$ cat src/design/ute_pkg.sv
// Shared types and constants for the unicode escape translator.
package ute_pkg;

  // Held-byte store: the escape letter plus up to eight digits
  localparam int HELD_DEPTH = 10;
  localparam int IDX_W      = 4;

  localparam logic [31:0] CODE_LIMIT = 32'h0010_FFFF;

  localparam logic [IDX_W-1:0] NEED_NARROW = 4'd4;
  localparam logic [IDX_W-1:0] NEED_WIDE   = 4'd8;

  // Characters of interest
  localparam logic [7:0] CH_BSLASH = 8'h5C;
  localparam logic [7:0] CH_LPAREN = 8'h28;
  localparam logic [7:0] CH_RPAREN = 8'h29;
  localparam logic [7:0] CH_QMARK  = 8'h3F;
  localparam logic [7:0] CH_HASH   = 8'h23;
  localparam logic [7:0] CH_LOW_U  = 8'h75;
  localparam logic [7:0] CH_UP_U   = 8'h55;
  localparam logic [7:0] CH_X      = 8'h78;
  localparam logic [7:0] CH_OPEN   = 8'h7B;
  localparam logic [7:0] CH_CLOSE  = 8'h7D;

  // Source of an output word
  typedef enum logic [2:0] {
    SEL_HELD  = 3'd0,
    SEL_BYTE  = 3'd1,
    SEL_X     = 3'd2,
    SEL_OPEN  = 3'd3,
    SEL_CLOSE = 3'd4
  } sel_t;

  // Controller to datapath
  typedef struct packed {
    logic             accept;
    logic             out_load;
    sel_t             sel;
    logic [IDX_W-1:0] idx;
    logic             mark_last;
  } cmd_t;

  // Datapath to controller
  typedef struct packed {
    logic             now_flush;
    logic             now_byte;
    logic             now_xlate;
    logic             byte_q;
    logic             last_q;
    logic [IDX_W-1:0] fcnt_q;
    logic [IDX_W-1:0] need_q;
    logic             out_free;
  } sts_t;

endpackage

$ cat src/design/ute_ctrl.sv
// Sequencer that turns one accepted byte into its run of output words.
module ute_ctrl (
  input  logic          clk,
  input  logic          rst,
  input  logic          in_valid,
  output logic          in_stall,
  input  ute_pkg::sts_t sts,
  output ute_pkg::cmd_t cmd
);
  import ute_pkg::*;

  typedef enum logic [6:0] {
    S_IDLE  = 7'b0000001,
    S_FLUSH = 7'b0000010,
    S_BYTE  = 7'b0000100,
    S_XCH   = 7'b0001000,
    S_OPEN  = 7'b0010000,
    S_DIGIT = 7'b0100000,
    S_CLOSE = 7'b1000000
  } state_t;

  state_t           state, state_next;
  logic [IDX_W-1:0] idx, idx_next;

  assign in_stall = (state != S_IDLE);

  // Next state and commands
  always_comb begin
    state_next    = state;
    idx_next      = idx;
    cmd.accept    = 1'b0;
    cmd.out_load  = 1'b0;
    cmd.sel       = SEL_BYTE;
    cmd.idx       = idx;
    cmd.mark_last = 1'b0;
    unique case (state)
      S_IDLE: begin
        if (in_valid) begin
          cmd.accept = 1'b1;
          idx_next   = '0;
          if (sts.now_flush) state_next = S_FLUSH;
          else if (sts.now_byte) state_next = S_BYTE;
          else if (sts.now_xlate) state_next = S_XCH;
        end
      end
      S_FLUSH: begin
        if (sts.out_free) begin
          cmd.out_load  = 1'b1;
          cmd.sel       = SEL_HELD;
          cmd.mark_last = sts.last_q && !sts.byte_q && (idx == sts.fcnt_q);
          if (idx == sts.fcnt_q) state_next = sts.byte_q ? S_BYTE : S_IDLE;
          else idx_next = idx + 1'b1;
        end
      end
      S_BYTE: begin
        if (sts.out_free) begin
          cmd.out_load  = 1'b1;
          cmd.sel       = SEL_BYTE;
          cmd.mark_last = sts.last_q;
          state_next    = S_IDLE;
        end
      end
      S_XCH: begin
        if (sts.out_free) begin
          cmd.out_load = 1'b1;
          cmd.sel      = SEL_X;
          state_next   = S_OPEN;
        end
      end
      S_OPEN: begin
        if (sts.out_free) begin
          cmd.out_load = 1'b1;
          cmd.sel      = SEL_OPEN;
          idx_next     = {{(IDX_W-1){1'b0}}, 1'b1};
          state_next   = S_DIGIT;
        end
      end
      S_DIGIT: begin
        if (sts.out_free) begin
          cmd.out_load = 1'b1;
          cmd.sel      = SEL_HELD;
          if (idx == sts.need_q) state_next = S_CLOSE;
          else idx_next = idx + 1'b1;
        end
      end
      S_CLOSE: begin
        if (sts.out_free) begin
          cmd.out_load  = 1'b1;
          cmd.sel       = SEL_CLOSE;
          cmd.mark_last = sts.last_q;
          state_next    = S_IDLE;
        end
      end
      default: state_next = S_IDLE;
    endcase
  end

  always_ff @(posedge clk) begin
    if (rst) begin
      state <= S_IDLE;
      idx   <= '0;
    end else begin
      state <= state_next;
      idx   <= idx_next;
    end
  end

endmodule

$ cat src/design/ute_dp.sv
// Parser state, held escape bytes, word plan and output register.
module ute_dp (
  input  logic          clk,
  input  logic          rst,
  input  logic [7:0]    in_byte,
  input  logic          in_last,
  input  ute_pkg::cmd_t cmd,
  output ute_pkg::sts_t sts,
  output logic          out_valid,
  input  logic          out_stall,
  output logic [7:0]    out_byte,
  output logic          out_last,
  output logic          range_error
);
  import ute_pkg::*;

  typedef enum logic [2:0] {
    M_NORMAL  = 3'd0,
    M_PAREN   = 3'd1,
    M_PAREN_Q = 3'd2,
    M_COMMENT = 3'd3,
    M_ESCAPE  = 3'd4
  } mode_t;

  // Parser state
  mode_t            parse_mode, parse_mode_next;
  logic             slash_run_odd, slash_run_odd_next;
  logic             wide_escape, wide_escape_next;
  logic [IDX_W-1:0] digit_count, digit_count_next;
  logic [31:0]      code_accum, code_accum_next;
  logic             error_seen, error_seen_next;
  logic [7:0]       held_bytes [HELD_DEPTH];

  // Plan of the words owed for the accepted byte
  logic             byte_q, last_q, berr_q;
  logic [7:0]       bbyte_q;
  logic [IDX_W-1:0] fcnt_q, need_q;

  // Combinational plan and store write
  logic             p_flush, p_byte, p_xlate, p_berr;
  logic [7:0]       p_bbyte;
  logic [IDX_W-1:0] p_fcnt, need, dc_inc;
  logic             wr_en;
  logic [IDX_W-1:0] wr_addr;
  logic             hex_ok;
  logic [3:0]       hex_val;
  logic [31:0]      code_sh;
  logic             t_slash_in, t_slash, t_start;
  mode_t            t_mode_in, t_mode;

  // Hex digit decode
  always_comb begin
    hex_ok  = 1'b1;
    hex_val = 4'd0;
    if (in_byte >= 8'h30 && in_byte <= 8'h39) hex_val = 4'(in_byte - 8'h30);
    else if (in_byte >= 8'h61 && in_byte <= 8'h66) hex_val = 4'(in_byte - 8'h57);
    else if (in_byte >= 8'h41 && in_byte <= 8'h46) hex_val = 4'(in_byte - 8'h37);
    else hex_ok = 1'b0;
  end

  assign need    = wide_escape ? NEED_WIDE : NEED_NARROW;
  assign dc_inc  = digit_count + 1'b1;
  assign code_sh = {code_accum[27:0], hex_val};

  // Ordinary text handling; after a failed escape no backslash run is pending
  always_comb begin
    t_slash_in = (parse_mode == M_ESCAPE) ? 1'b0 : slash_run_odd;
    t_mode_in  = (parse_mode == M_ESCAPE) ? M_NORMAL : parse_mode;
    t_start    = t_slash_in && (in_byte == CH_LOW_U || in_byte == CH_UP_U);
    t_slash    = (in_byte == CH_BSLASH) ? ~t_slash_in : 1'b0;
    if (in_byte == CH_BSLASH) t_mode = M_NORMAL;
    else if (in_byte == CH_LPAREN) t_mode = M_PAREN;
    else if (t_mode_in == M_PAREN && in_byte == CH_QMARK) t_mode = M_PAREN_Q;
    else if (t_mode_in == M_PAREN_Q && in_byte == CH_HASH) t_mode = M_COMMENT;
    else t_mode = M_NORMAL;
  end

  // Parser step and word plan
  always_comb begin
    parse_mode_next    = parse_mode;
    slash_run_odd_next = slash_run_odd;
    wide_escape_next   = wide_escape;
    digit_count_next   = digit_count;
    code_accum_next    = code_accum;
    error_seen_next    = error_seen;
    wr_en   = 1'b0;
    wr_addr = '0;
    p_flush = 1'b0;
    p_byte  = 1'b0;
    p_xlate = 1'b0;
    p_berr  = 1'b0;
    p_bbyte = in_byte;
    p_fcnt  = digit_count;
    if (error_seen) begin
      if (in_last) begin
        p_byte  = 1'b1;
        p_bbyte = 8'h00;
        p_berr  = 1'b1;
      end
    end else if (parse_mode == M_COMMENT) begin
      p_byte = 1'b1;
      if (in_byte == CH_RPAREN) parse_mode_next = M_NORMAL;
    end else if (parse_mode == M_ESCAPE) begin
      if (!hex_ok) begin
        // Replay letter and digits, then the byte as text
        p_flush            = 1'b1;
        p_byte             = 1'b1;
        parse_mode_next    = t_mode;
        slash_run_odd_next = t_slash;
        digit_count_next   = '0;
        code_accum_next    = '0;
      end else begin
        wr_en            = 1'b1;
        wr_addr          = dc_inc;
        digit_count_next = dc_inc;
        code_accum_next  = code_sh;
        if (dc_inc >= need) begin
          if (code_sh > CODE_LIMIT) begin
            error_seen_next = 1'b1;
            p_byte          = 1'b1;
            p_bbyte         = 8'h00;
            p_berr          = 1'b1;
          end else begin
            p_xlate            = 1'b1;
            parse_mode_next    = M_NORMAL;
            slash_run_odd_next = 1'b0;
            digit_count_next   = '0;
            code_accum_next    = '0;
          end
        end else if (in_last) begin
          // Short escape at end of pattern
          p_flush = 1'b1;
          p_fcnt  = dc_inc;
        end
      end
    end else if (t_start) begin
      parse_mode_next  = M_ESCAPE;
      wide_escape_next = (in_byte == CH_UP_U);
      digit_count_next = '0;
      code_accum_next  = '0;
      wr_en            = 1'b1;
      wr_addr          = '0;
      if (in_last) begin
        p_flush = 1'b1;
        p_fcnt  = '0;
      end
    end else begin
      p_byte             = 1'b1;
      parse_mode_next    = t_mode;
      slash_run_odd_next = t_slash;
    end
    // End of pattern: back to the starting state
    if (in_last) begin
      parse_mode_next    = M_NORMAL;
      slash_run_odd_next = 1'b0;
      wide_escape_next   = 1'b0;
      digit_count_next   = '0;
      code_accum_next    = '0;
      error_seen_next    = 1'b0;
    end
  end

  // Parser registers
  always_ff @(posedge clk) begin
    if (rst) begin
      parse_mode    <= M_NORMAL;
      slash_run_odd <= 1'b0;
      wide_escape   <= 1'b0;
      digit_count   <= '0;
      code_accum    <= '0;
      error_seen    <= 1'b0;
    end else if (cmd.accept) begin
      parse_mode    <= parse_mode_next;
      slash_run_odd <= slash_run_odd_next;
      wide_escape   <= wide_escape_next;
      digit_count   <= digit_count_next;
      code_accum    <= code_accum_next;
      error_seen    <= error_seen_next;
    end
  end

  // Held bytes and plan registers
  always_ff @(posedge clk) begin
    if (cmd.accept) begin
      if (wr_en) held_bytes[wr_addr] <= in_byte;
      byte_q  <= p_byte;
      last_q  <= in_last;
      bbyte_q <= p_bbyte;
      berr_q  <= p_berr;
      fcnt_q  <= p_fcnt;
      need_q  <= need;
    end
  end

  // Output register
  always_ff @(posedge clk) begin
    if (rst) begin
      out_valid <= 1'b0;
    end else if (cmd.out_load) begin
      out_valid <= 1'b1;
    end else if (!out_stall) begin
      out_valid <= 1'b0;
    end
  end

  always_ff @(posedge clk) begin
    if (cmd.out_load) begin
      out_last    <= cmd.mark_last;
      range_error <= 1'b0;
      case (cmd.sel)
        SEL_HELD:  out_byte <= held_bytes[cmd.idx];
        SEL_BYTE: begin
          out_byte    <= bbyte_q;
          range_error <= berr_q;
        end
        SEL_X:     out_byte <= CH_X;
        SEL_OPEN:  out_byte <= CH_OPEN;
        SEL_CLOSE: out_byte <= CH_CLOSE;
        default:   out_byte <= 8'h00;
      endcase
    end
  end

  // Status
  assign sts.now_flush = p_flush;
  assign sts.now_byte  = p_byte;
  assign sts.now_xlate = p_xlate;
  assign sts.byte_q    = byte_q;
  assign sts.last_q    = last_q;
  assign sts.fcnt_q    = fcnt_q;
  assign sts.need_q    = need_q;
  assign sts.out_free  = !out_valid || !out_stall;

endmodule

$ cat src/design/unicode_escape_translator_top.sv
// Top level of the unicode escape translator: controller, datapath, checks.
//
// Rewrites a pattern text byte by byte: a u after an odd backslash run with
// four hex digits, or a U with eight, leaves as x{digits}; all else passes
// through, and nothing is translated inside a (?# comment. A byte is taken
// in only while the controller's sequencer is idle; the sequencer then sends
// the words it causes one at a time through the single output register, and
// stall on the output holds them back. A plain byte gives one word, a byte
// that only extends an escape none, a completed escape up to eleven words,
// and a failed escape its held bytes and the byte. An escape above 0x10FFFF
// gives one word with range_error set; later bytes are dropped, and the last
// byte of the pattern gives one more error word with out_last set.
module unicode_escape_translator_top (
  input  logic       clk,
  input  logic       rst,
  input  logic       in_valid,
  output logic       in_stall,
  input  logic [7:0] in_byte,
  input  logic       in_last,
  output logic       out_valid,
  input  logic       out_stall,
  output logic [7:0] out_byte,
  output logic       out_last,
  output logic       range_error
);
  import ute_pkg::*;

  cmd_t cmd;
  sts_t sts;

  ute_ctrl u_ctrl (
    .clk      (clk),
    .rst      (rst),
    .in_valid (in_valid),
    .in_stall (in_stall),
    .sts      (sts),
    .cmd      (cmd)
  );

  ute_dp u_dp (
    .clk         (clk),
    .rst         (rst),
    .in_byte     (in_byte),
    .in_last     (in_last),
    .cmd         (cmd),
    .sts         (sts),
    .out_valid   (out_valid),
    .out_stall   (out_stall),
    .out_byte    (out_byte),
    .out_last    (out_last),
    .range_error (range_error)
  );

`ifndef SYNTHESIS
  // No word is sent while a new byte is taken in
  a_accept_no_load: assert property (@(posedge clk) disable iff (rst)
    (in_valid && !in_stall) |-> !cmd.out_load)
    else $error("output load during input accept");

  // A word is loaded only when the output register can take it
  a_load_when_free: assert property (@(posedge clk) disable iff (rst)
    cmd.out_load |-> (!out_valid || !out_stall))
    else $error("output register overwritten");

  // Error words carry a zero byte
  a_error_zero: assert property (@(posedge clk) disable iff (rst)
    (out_valid && range_error) |-> (out_byte == 8'h00))
    else $error("error word with non-zero byte");
`endif

endmodule

$ cat config.mk
export PLATFORM = sky130hd
export DESIGN_NAME = unicode_escape_translator_top
export DESIGN_NICKNAME = d
export VERILOG_FILES = /design/src/design/ute_pkg.sv /design/src/design/ute_ctrl.sv /design/src/design/ute_dp.sv /design/src/design/unicode_escape_translator_top.sv
export SDC_FILE = /design/constraint.sdc
export NUM_CORES = 1
export LEC_CHECK = 0
export BUFFER_PORTS_ARGS = -buffer_cell sky130_fd_sc_hd__buf_2
export CORE_MARGIN = 5
export CORE_UTILIZATION = 40
export CTS_CLUSTER_SIZE = 16
export DETAILED_ROUTE_END_ITERATION = 16
export HOLD_SLACK_MARGIN = 0.06
export SYNTH_ARGS = -nofsm -noshare
export SYNTH_HDL_FRONTEND = slang
export SYNTH_HIERARCHICAL = 1
export SYNTH_SLANG_ARGS = --single-unit
export TNS_END_PERCENT = 30
$ cat constraint.sdc
create_clock -name clk -period 4.9 [get_ports clk]
set_input_delay 0.49 -clock clk [delete_from_list [all_inputs] [get_ports clk]]
set_output_delay 0.49 -clock clk [all_outputs]
set_load 0.02 [all_outputs]
== Word-level counts from Yosys, hierarchy flattened ==
Memories as Yosys holds them, arrays and structs flattened. A register that Yosys moved wholly into a read port is not among the register bits.
Index checks and enable logic that the tools add are counted.

* Add/subtract/negate cells: 5
* $lt $le $gt $ge: 8
* Eq/ne operators: 46
* Muxes and demuxes: 141
* Bitwise logic cells: 1
* Reductions and logical operators: 25

{| class="wikitable"
|+ Operator list
! operator !! count
|-
| $mux 28 || 8
|-
| $mux 4 || 37
|-
| $mux 7 || 11
|-
| $mux 1 || 58
|-
| $mux 8 || 7
|-
| $mux 3 || 14
|-
| $pmux 7 s6 || 1
|-
| $pmux 8 s5 || 1
|-
| $eq 8x6->1 const B || 4
|-
| $gt 32x21->1 const B || 1
|-
| $eq 8x7->1 const B || 3
|-
| $ne 2x2->1 const B || 10
|-
| $pmux 4 s5 || 1
|-
| $ge 8x7->1 const B || 2
|-
| $le 8x7->1 const B || 2
|-
| $pmux 4 s4 || 1
|-
| $eq 3x2->1 const B || 4
|-
| $ne 5x5->1 const B || 2
|-
| $reduce_and 5->1 || 2
|-
| $reduce_and 9->1 || 1
|-
| $add 4x1->4 const B || 2
|-
| $eq 4x4->1 || 2
|-
| $ge 8x6->1 const B || 1
|-
| $le 8x6->1 const B || 1
|-
| other kinds (31) || 50
|}

* Register bits after elaboration: 79
* Bits in writable memories: 80
* Bits of input ports: 13
* Output and inout port bits: 12
* Word-level logic and storage cells: 245
* Memories kept: 1

{| class="wikitable"
|+ Memories
! memory !! depth !! bits a word !! read ports !! clocked after memory_dff !! write ports !! RTL line !! text
|-
| u_dp.held_bytes || 10 || 8 || 1 || 1 || 1 || ute_dp.sv:32 || <nowiki>logic [7:0] held_bytes [HELD_DEPTH];</nowiki>
|}

== Longest topological paths before layout ==
Gate-level depths: netlist of run 1.

* Depth in word-level cells: 17
* Depth in mapped cells: 17
* Gate-level depth less buffers: 15

== Cells and area by module ==
The synthesis of run 1 kept the hierarchy.

{| class="wikitable"
|+ Modules (own cells, without submodules)
! module !! instances !! cells an instance !! area each (sq um) !! sequential area each (sq um)
|-
| ute_dp || 1 || 463 || 6373.6 || 3993.8
|-
| ute_ctrl || 1 || 125 || 1038.5 || 220.2
|}

== Worst setup path before layout of run 1 ==
No wires, ideal clock.

* Path kind: register -> register
* Start point: register u_dp.digit_count[0]
* End point: register u_ctrl.state[4]
* Library setup time: 115 ps
* Arrival time: 3184 ps
* Required time: 4785 ps
* Slack: 1602 ps
* Stages on the path, launching flop included: 18
* Path buffers: 2
* Cells stage by stage: dfxtp_1 clkbuf_1 nand3_1 and2_1 nor2_1 inv_1 ha_1 nor2b_1 a311oi_1 nor2_1 nand2_1 a32oi_1 buf_4 o31ai_1 nand3_1 o221ai_1 nor3_1 o21a_1

* Cells in the longest elaborated chain, start to end: 11
* Elaborated cells on any way between the ends: 23
* Classes of those cells: 1 x add/sub; 1 x order compare; 1 x eq/ne; 19 x mux; 1 x reduce/logical

{| class="wikitable"
|+ RTL lines
! element !! RTL line !! text
|-
| start, declared || ute_dp.sv:29 || <nowiki>logic [IDX_W-1:0] digit_count, digit_count_next;</nowiki>
|-
| start signal, assigned || ute_dp.sv:176 || <nowiki>digit_count <= digit_count_next;</nowiki>
|-
| $add 4x1->4 (*) || ute_dp.sv:62 || <nowiki>assign dc_inc = digit_count + 1'b1;</nowiki>
|-
| $ge 4x4->1 (*) || ute_dp.sv:117 || <nowiki>if (dc_inc >= need) begin</nowiki>
|-
| $mux 1 (*) || ute_dp.sv:117 ||
|-
| $mux 1 (*) || ute_dp.sv:104 || <nowiki>if (!hex_ok) begin</nowiki>
|-
| $mux 1 (*) || ute_dp.sv:103 || <nowiki>end else if (parse_mode == M_ESCAPE) begin</nowiki>
|-
| $mux 1 (*) || ute_dp.sv:100 || <nowiki>end else if (parse_mode == M_COMMENT) begin</nowiki>
|-
| $mux 1 (*) || ute_dp.sv:94 || <nowiki>if (error_seen) begin</nowiki>
|-
| named net u_dp.p_byte || ute_dp.sv:40 || <nowiki>logic p_flush, p_byte, p_xlate, p_berr;</nowiki>
|-
| $mux 7 || ute_ctrl.sv:42 || <nowiki>else if (sts.now_byte) state_next = S_BYTE;</nowiki>
|-
| $mux 7 || ute_ctrl.sv:41 || <nowiki>if (sts.now_flush) state_next = S_FLUSH;</nowiki>
|-
| $mux 7 || ute_ctrl.sv:38 || <nowiki>if (in_valid) begin</nowiki>
|-
| $pmux 7 s6 || ute_ctrl.sv:36 || <nowiki>unique case (state)</nowiki>
|-
| end signal, assigned || ute_ctrl.sv:103 || <nowiki>state <= state_next;</nowiki>
|-
| end, declared || ute_ctrl.sv:22 || <nowiki>state_t state, state_next;</nowiki>
|}

The timed path passes the listed nets; every way through them passes the cells marked *. The select of a mux whose other input is x is not followed.
A chain may end at the register's enable or synchronous reset.

==> metrics.txt, run 1 <==
Switching Share=0.239; GRT Total Usage=0.157; most numerous cell in the Yosys netlist=edfxtp_1; Max Fclk=263 MHz; pin slew with the least headroom to its limit=0.890 ns; Starting Density=0.410; CTS tree=yes; CP max-delay cell=dfxtp_1; HP Class=in -> reg; setup violators final=0; P&R area growth vs syn=11.3%; post-route worst setup slack=1.10 ns; worst-path cell chain=nand3_1 -> and2_1 -> nor2_1 -> inv_1 -> ha_1 -> nor2b_1 -> a311oi_1 -> nor2_1 -> nand2_1 -> a32oi_1 -> o31ai_1 -> nand3_1 -> o221ai_1 -> nor3_1 -> o21a_1; Startpoint Class=register; Residual DRC=0; Placed Instances=815; clock latency on the worst-skew pair=0.42 ns; Worst-path clk slew=0.06 ns; grt total ovfl=0; Die Span Y=146 um; Seq/Total Area, Yosys=0.569; pre-CTS WS=1.22 ns; Final Max Tran Viols=0; critical path class=reg -> reg; sequential power share=0.499; outcome=complete, no violations; Initial DRC Count=452; crit end category=register; DR vias/cell=5.83; vias in the first global route=4918; largest net degree at the start of global routing=31; unrepaired setup endpoints after global routing=no; Sw Pwr=0.704 mW; Site Rows=49; first-pass GRT wire length=26700 um; Mapped Avg Cell Area=12.6 sq um; Clock Tree Root=clkbuf_16; slew margin rel.=0.407; power density cells=356 nW/um^2; synth warn=6; routed len/inst=19.3 um; core box area=18100 sq um; Max IR drop VDD=230 uV; Worst Path Arrival=4.10 ns; Post-Layout Cell Count=846; Required @ worst endpoint=5.20 ns; DR vias=4933; Die Wd=146 um; drt first pass iters=5; final WL=16300 um; H-tree Lvls=4; Internal Power=2.24 mW; predominant post-synthesis flop cell=edfxtp_1; GPL Wtd Cong=0.869; Nets=627; setup TNS=0 ns; Critical Path Fanout Max=12; share of the synthesized area in the top cell type=0.433; clock sink count=157; Num CTS Buffers=17; total power=2.94 mW; Clock power frac=0.416; Pleak=2.73 nW; full die area=21400 sq um; distinct cell type count after synthesis=82; Gate power share=0.085; Final Skew=0.00953 ns; initial antenna violation count=0; family with the most delay on the worst path=compound AO/OA/AOI/OAI gates; fraction of layout cells with a size suffix above 1=0.173; # diodes=0; Synth area leader=edfxtp_1; final hold vios=0; post-cts resize count=0; EDFF count, synth=107; I/O pins=25; Clock Path Buffers=2; part of the cycle the worst path needs=0.776; PortBufs=24; antenna-violating nets left=0; most common library cells after synthesis=edfxtp_1, dfxtp_1, nor2_1; Gate Count Post-Synth=588; asr flop ratio synth=0; WP buf/inv=1; MaxCap Viol Count=0; minimum clock period=3.80 ns; Largest stage delay, worst path=0.57 ns; Post-Syn Area=7410 sq um; Post-CTS Setup Bufs=0; flops & latches, synth=157; Area contributors post-synth=edfxtp_1, dfxtp_1, mux4_2; hpwl dp=11300 um; hold_buf cts=0
-- area by class of cell --
type / instances / area (sq um)
clock inverter: 13 / 115
multi-input combinational: 373 / 2920
tap: 229 / 287
inverter: 20 / 75.1
sequential: 157 / 4210
timing repair buffer: 36 / 210
fill: 1625 / 9840
clock buffer: 18 / 429
-- per-stage QoR --
stage / hold slack [ns] / cell area [sq um] / util
finish: 0.340 / 8250 / 0.456
global route: 0.337 / 8250 / 0.456
global placement: 0.455 / 7710 / 0.426
floorplan: 0.424 / 7420 / -
CTS: 0.317 / 8250 / 0.456
detailed placement: 0.457 / 7710 / 0.426
-- per-layer routing --
layer	global-route usage	routed length [um]	part of all wire	vias up
met5	0	0	0	-
met4	0.0499	222	0.014	0
met2	0.249	7750	0.47	131
met1	0.214	7600	0.47	2455
met3	0.0369	767	0.047	25
li1	-	-	-	2322
-- cell usage in the layout (no fill, tap or decap), types with 10 or more instances in the layout --
master and count:
buf_2 24, nor3_1 14, buf_4 12, nand3_1 13
mux2i_1 24, inv_1 20, a32oi_1 10, a22o_1 19
xnor2_1 10, dfxtp_1 50, a21oi_1 21, and2_1 15
edfxtp_1 107, mux4_2 17, nor2_1 44, o21ai_0 22
nand2_1 21, clkbuf_16 17
-- registers in the layout, indices dropped and copies added (netlist names), 2 cells and up --
name / cells
u_dp/held_bytes: 80
u_ctrl/idx: 4
u_dp/digit_count: 4
u_dp/fcnt_q: 4
u_dp/parse_mode: 3
u_dp/code_accum: 28
u_dp/out_byte: 8
u_ctrl/state: 7
u_dp/bbyte_q: 8
u_dp/need_q: 2
-- worst register-to-register path, delay by kind of cell, from the launching register on --
family                     cells  cell delay, ns
DFF                            1            0.57
and+or+nand+nor                8            1.31
buffers and inverters          1            0.11
AOI/OAI and AO/OA              5            1.38
adders and majority gates      1            0.31
-- power by group through the flow --
stage	combinational, mW	sequential [mW]	clock [mW]
floorplan	0.180	1.49	0
global placement	0.244	1.49	0
detailed placement	0.247	1.49	0
CTS	0.249	1.47	1.25
global route	0.273	1.47	1.30
finish	0.250	1.47	1.22
-- final timing paths --
path         cells past startpoint  slack, ns            endpoint                 from
max                             15       1.10     u_ctrl/state[4]  u_dp/digit_count[0]
min                              3       0.34      u_dp/out_valid            out_stall
max reg2reg                     15       1.10     u_ctrl/state[4]  u_dp/digit_count[0]
min reg2reg                      2       0.47  u_dp/code_accum[2]   u_dp/code_accum[2]
-- cell families (layout without fill, tap and decap cells) --
kind of cell / Yosys count / in the layout / synth area share
buf+inv: 59 / 87 / 0.0403
fa+ha+maj: 9 / 9 / 0.0152
mux: 42 / 42 / 0.0856
other cells: 1 / 2 / 0.000506
flops: 157 / 157 / 0.569
xor+xnor: 11 / 11 / 0.0130
compound gates: 139 / 139 / 0.145
simple gates: 170 / 170 / 0.132
Power figures use the tool's default switching activity.
==> run 2, diff against run 1 <==
--- a/config.mk
+++ b/config.mk
@@ -5,6 +5,7 @@
 export SDC_FILE = /design/constraint.sdc
 export NUM_CORES = 1
 export LEC_CHECK = 0
+export ABC_AREA = 1
 export BUFFER_PORTS_ARGS = -buffer_cell sky130_fd_sc_hd__buf_2
 export CORE_MARGIN = 5
 export CORE_UTILIZATION = 40
==> constraint.sdc (replaced) <==
create_clock -name clk -period 3.5 [get_ports clk]
set_input_delay 0.35 -clock clk [delete_from_list [all_inputs] [get_ports clk]]
set_output_delay 0.35 -clock clk [all_outputs]
set_load 0.02 [all_outputs]
==> run 2 against run 1 <==
Against the previous run:
- die area increased by 5.3%
- count of clock-buffer cells in the layout shrank 1
- sequential power increased by 58%
- synthesized cell count is 45% higher
==> metrics.txt, run 2 <==
P&R area growth vs syn=12.5%; Mapped Avg Cell Area=9.19 sq um (-27%); Site Rows=51 (+4.1%); share of the synthesized area in the top cell type=0.410 (-0.0235); Required @ worst endpoint=3.81 ns (-1.39 ns); GRT Total Usage=0.163 (+0.00593); pin slew with the least headroom to its limit=0.857 ns (-0.0337 ns); Pleak=3.39 nW (+24%); Max Fclk=317 MHz (+20%); clock latency on the worst-skew pair=0.42 ns (about the same); first-pass GRT wire length=28600 um (+7.1%); Seq/Total Area, Yosys=0.538 (-0.0308); max reg flops=80 (unchanged); most numerous cell in the Yosys netlist=nand2_1; MaxCap Viol Count=0 (unchanged); clock sink count=157 (unchanged); power density cells=677 nW/um^2 (+90%); biggest regs=u_dp/held_bytes x80, u_dp/code_accum x28; Largest Register=u_dp/held_bytes; Die Wd=150 um (+2.6%); largest net degree at the start of global routing=42 (+35%); setup TNS=0 ns (unchanged); placed instance area=8220 sq um (+6.6%); GPL Wtd Cong=0.860 (-0.93%); critical path class=reg -> reg; distinct cell type count after synthesis=42 (-49%); Max IR drop VDD=331 uV (+44%); Final Skew=0.0135 ns (+0.00400 ns); PortBufs=24 (unchanged); DR vias/cell=4.96 (-15%); Worst-path clk slew=0.07 ns (about the same); Worst Path Arrival=3.47 ns (-0.63 ns); Nets=904 (+44%); unrepaired setup endpoints after global routing=no; predominant post-synthesis flop cell=edfxtp_1; Residual DRC=0 (unchanged); Startpoint Class=register; core box area=19400 sq um (+7.3%); Critical Path Fanout Max=8 (-4); Starting Density=0.404 (-0.00586); slew margin rel.=0.427 (+0.0203); Post-Syn Area=7840 sq um (+5.7%); antenna-violating nets left=0 (unchanged); Die Span Y=150 um (+2.6%); Post-Layout Cell Count=1160 (+37%); commonest non-fill, non-tap cells in the layout=nand2_1, nor2_1, edfxtp_1; Post-CTS Setup Bufs=0 (unchanged); minimum clock period=3.16 ns (-0.642 ns); Final Max Tran Viols=0 (unchanged); hpwl dp=12100 um (+6.5%); Area contributors post-synth=edfxtp_1, dfxtp_1, nand2_1; crit end category=register; final WL=17800 um (+9.1%); HP Class=in -> reg; hold_buf cts=0 (unchanged); leading cell type in the layout, fill and taps excluded=nand2_1; Synth area leader=edfxtp_1; DR vias=5752 (+17%); Clock Path Buffers=2 (unchanged); initial antenna violation count=0 (unchanged); Num CTS Buffers=17 (unchanged); total power=5.97 mW (+100%); full die area=22500 sq um (+5.3%); outcome=complete, no violations; EDFF count, synth=107 (unchanged); Placed Instances=1128 (+38%); # diodes=0 (unchanged); part of the cycle the worst path needs=0.902 (+0.127); post-cts resize count=0 (unchanged); grt total ovfl=0 (unchanged); asr flop ratio synth=0 (unchanged); synth warn=6 (unchanged); flops & latches, synth=157 (unchanged); CTS tree=yes; Gate Count Post-Synth=853 (+45%); vias in the first global route=5410 (+10%); routed len/inst=15.4 um (-20%); most common library cells after synthesis=nand2_1, nor2_1, edfxtp_1; H-tree Lvls=4 (unchanged); fraction of layout cells with a size suffix above 1=0.191 (+0.0176); Clock Tree Root=clkbuf_16; setup violators final=0 (unchanged); I/O pins=25 (unchanged); Post-Layout Inst Area=8810 sq um (+6.8%); drt first pass iters=7 (+2); final hold vios=0 (unchanged); Initial DRC Count=374 (-17%)
[run 2: worst paths after layout]
| kind | start | endpoint | slack, ns | cells after the start |
|---|---|---|---|---|
| worst max-delay path | u_dp/digit_count[0] | u_ctrl/state[1] | 0.34 | 17 |
| worst min-delay path | in_byte[4] | u_dp/held_bytes[4][4] | 0.24 | 1 |
| worst max register to register | u_dp/digit_count[0] | u_ctrl/state[1] | 0.34 | 17 |
| worst min register to register | u_dp/code_accum[6] | u_dp/code_accum[6] | 0.47 | 2 |
[run 2: area by class of cell]
class / instances / area [sq um]
Timing Repair Buffer: 42 / 255
Fill cell: 1879 / 10600
Tap cell: 265 / 332
Multi-Input combinational cell: 583 / 3110
Clock buffer: 17 / 425
Clock inverter: 15 / 174
Sequential cell: 157 / 4210
Inverter: 81 / 304
[run 2: kinds of logic (layout without fill, tap and decap cells)]
| kind of cell | Yosys count | count (layout) | synth area share |
|---|---|---|---|
| compound gates | 135 | 135 | 0.104 |
| buf+inv | 114 | 155 | 0.0658 |
| fa+ha+maj | 9 | 9 | 0.0144 |
| simple gates | 432 | 432 | 0.272 |
| other cells | 1 | 2 | 0.000479 |
| flops | 157 | 157 | 0.538 |
| xor+xnor | 5 | 5 | 0.00559 |
[run 2: layer usage]
layer,global-route usage,vias to the layer above,routed length (um)
met2,0.262,128,8460
met1,0.222,2686,8320
met4,0.0517,0,273
met3,0.0309,21,773
met5,0,-,0
li1,-,2917,-
[run 2: per-stage QoR]
step                      worst slack (ns)  hold slack (ns)  utilization
after floorplan                      0.357            0.419            -
after global placement               0.332            0.458        0.424
after detailed placement             0.352            0.459        0.424
after CTS                            0.348            0.226        0.454
after global routing                 0.108            0.227        0.454
final                                0.341            0.240        0.454
[run 2: worst max-delay path, cell delays in order, from the launching register on]
cell and delay [ns]:
dfxtp_1 0.45, ha_1 0.23, xor2_1 0.37, inv_1 0.15, ha_1 0.30, nand3_1 0.08, nand3_1 0.18, inv_1 0.20
a21oi_1 0.10, or2_1 0.23, inv_1 0.08, nor2_1 0.06, nand3b_1 0.08, nand2_1 0.08, nor2_4 0.21, nand2_4 0.10
nor2_1 0.12, nor2_2 0.05
[run 2: power by group]
part,switching (mW),internal (mW)
Combinational,1.25,0.535
Sequential,0.104,2.21
Clock,0.788,1.08
Total,2.14,3.82
==> run 3, diff against run 2 <==
--- a/config.mk
+++ b/config.mk
@@ -14,6 +14,5 @@
 export HOLD_SLACK_MARGIN = 0.06
 export SYNTH_ARGS = -nofsm -noshare
 export SYNTH_HDL_FRONTEND = slang
-export SYNTH_HIERARCHICAL = 1
 export SYNTH_SLANG_ARGS = --single-unit
 export TNS_END_PERCENT = 30
==> run 3 against run 2 <==
Against the previous run:
- combinational power down 46%
- register-to-register slack improved by 0.46 ns
- routed wire length down 7.4%
- non-clock buffer count shrank 3
- total power decreased by 15%
- design area fell by 7.2%
- first-iteration DRC count grew 4.3%
==> metrics.txt, run 3 <==
WP buf/inv=1 (-2); asr flop ratio synth=0 (unchanged); P&R area growth vs syn=13.6%; Clock Path Buffers=2 (unchanged); post-cts resize count=0 (unchanged); hpwl dp=11300 um (-6.9%); final WL=16500 um (-7.4%); EDFF count, synth=107 (unchanged); Gate Count Post-Synth=744 (-13%); core box area=17800 sq um (-8.0%); biggest regs=u_dp.held_bytes x80, u_dp.code_accum x28; Nets=797 (-12%); minimum clock period=2.69 ns (-0.464 ns); initial antenna violation count=0 (unchanged); Starting Density=0.404 (about the same); setup violators final=0 (unchanged); most common library cells after synthesis=nand2_1, edfxtp_1, nor2_1; DR vias/cell=5.24 (+5.7%); cell mode on critical path=nand3_1; GPL Wtd Cong=0.870 (+1.1%); outcome=complete, no violations; Die Wd=144 um (-3.8%); register area=4290 sq um (+1.9%); GRT Total Usage=0.166 (+0.00364); # diodes=0 (unchanged); pin slew with the least headroom to its limit=0.929 ns (+0.0722 ns); full die area=20800 sq um (-7.5%); vias in the first global route=5169 (-4.5%); Synth area leader=edfxtp_1; antenna-violating nets left=0 (unchanged); fraction of layout cells with a size suffix above 1=0.128 (-0.0629); DR vias=5332 (-7.3%); Post-CTS Setup Bufs=0 (unchanged); fill count=1700 (-9.5%); total power=5.06 mW (-15%); Critical Path Fanout Max=11 (+3); critical path class=reg -> reg; Required @ worst endpoint=3.81 ns (about the same); Final Max Tran Viols=0 (unchanged); setup TNS=0 ns (unchanged); Die Span Y=144 um (-3.8%); reg2reg setup slack=0.81 ns (+0.46 ns); slew margin rel.=0.381 (-0.0460); Mapped Avg Cell Area=9.68 sq um (+5.4%); leading cell type in the layout, fill and taps excluded=nand2_1; max reg flops=80 (unchanged); most numerous cell in the Yosys netlist=nand2_1; Initial DRC Count=390 (+4.3%); Worst-path clk slew=0.06 ns (about the same); multi-input logic area=2540 sq um (-18%); Max IR drop VDD=330 uV (-0.20%); HP Class=in -> reg; I/O pins=25 (unchanged); worst-path cell chain=ha_1 -> xnor2_1 -> ha_1 -> nand3_1 -> nand3_1 -> inv_1 -> nand2_1 -> nand3_1 -> a21oi_1 -> nand3_2 -> nand3_2 -> nor2_1 -> nor2_1; synth warn=0 (-6); Pleak=2.97 nW (-12%); Clock Tree Root=clkbuf_16; family with the most delay on the worst path=simple AND/OR/NAND/NOR gates; share of the synthesized area in the top cell type=0.446 (+0.0360); Area contributors post-synth=edfxtp_1, dfxtp_1, nand2_1; Post-Syn Nets=766; H-tree Lvls=4 (unchanged); unrepaired setup endpoints after global routing=no; routed len/inst=16.2 um (+5.6%); power density cells=618 nW/um^2 (-8.7%); first-pass GRT wire length=26400 um (-7.6%); drt first pass iters=5 (-2); Seq/Total Area, Yosys=0.596 (+0.0583); clock latency on the worst-skew pair=0.42 ns (about the same); PortBufs=24 (unchanged); Worst Path Arrival=3.01 ns (-0.46 ns); crit end category=register; Post-Syn Area=7200 sq um (-8.1%); Site Rows=49 (-3.9%); flops & latches, synth=161 (+2.5%); Largest stage delay, worst path=0.43 ns (-0.02 ns); hold_buf cts=0 (unchanged); CTS tree=yes; commonest non-fill, non-tap cells in the layout=nand2_1, edfxtp_1, nor2_1; grt total ovfl=0 (unchanged); Largest Register=u_dp.held_bytes; Final Skew=0.00682 ns (-0.00671 ns); Startpoint Class=register; Residual DRC=0 (unchanged); CP max-delay cell=dfxtp_1; Num CTS Buffers=17 (unchanged); final hold vios=0 (unchanged); predominant post-synthesis flop cell=edfxtp_1; part of the cycle the worst path needs=0.770 (-0.133); MaxCap Viol Count=0 (unchanged); largest net degree at the start of global routing=41 (-2.4%); Max Fclk=371 MHz (+17%); clock sink count=161 (+2.5%); distinct cell type count after synthesis=45 (+7.1%); Layout Utilization=0.459 (+0.00433)
## run 3: changes by cell type in the layout (fill, tap and decap cells not counted), moves of 7 or more
cell and change:
a21oi_2 -17, nand2_1 -7, o221ai_1 -8, nand3_2 -18
nand2_4 -7, inv_1 -12, o21ai_0 -27, nor2_2 -10
nor2_1 -45, a221oi_1 +7, nand3_1 -11, a32o_1 +7
a21oi_1 +41
## run 3: path summary, 6_finish.rpt
kind | startpoint | endpoint | depth (start not counted)
max | u_dp.digit_count[0] | u_ctrl.state[2] | 13
min reg2reg | u_dp.code_accum[11] | u_dp.code_accum[15] | 2
min | in_byte[7] | u_dp.held_bytes[3][7] | 1
max reg2reg | u_dp.digit_count[0] | u_ctrl.state[2] | 13
## run 3: cell families after synthesis
| family | share of synthesized area |
|---|---|
| AND/OR/NAND/NOR | 0.202 |
| flip-flops | 0.596 |
| AO/OA/AOI/OAI | 0.125 |
| buffers and inverters | 0.0512 |
| adder cells (fa/ha/maj) | 0.0156 |
| XOR/XNOR | 0.00973 |
## run 3: stage by stage
stage	worst slack (ns)	hold slack, ns	cells	cell area [sq um]
2_1_floorplan	1.01	0.430	744	7200
3_3_place_gp	0.669	0.449	985	7590
3_5_place_dp	0.597	0.452	985	7590
4_1_cts	0.810	0.283	1017	8180
5_1_grt	0.538	0.284	1017	8180
6_report	0.805	0.302	1017	8180
## run 3: final cells by class
class,instances,share of cell area
sequential,161,0.525
inverter,63,0.0289
multi-input combinational,493,0.311
clock buffer,20,0.0534
tap,229,0.0350
clock inverter,12,0.0191
timing repair buffer,39,0.0284
## run 3: metal layers
| metal | part of all wire | routed length (um) | vias up | track usage |
|---|---|---|---|---|
| li1 | - | - | 2649 | - |
| met1 | 0.45 | 7390 | 2513 | 0.217 |
| met2 | 0.47 | 7680 | 138 | 0.260 |
| met3 | 0.062 | 1020 | 32 | 0.0479 |
| met4 | 0.025 | 411 | 0 | 0.0707 |
| met5 | 0 | 0 | - | 0 |
## run 3: power by group
| part | internal (mW) | switching, mW | leakage, nW |
|---|---|---|---|
| clock network | 1.12 | 0.716 | 0.275 |
| logic | 0.292 | 0.674 | 1.29 |
| registers | 2.19 | 0.0664 | 1.40 |
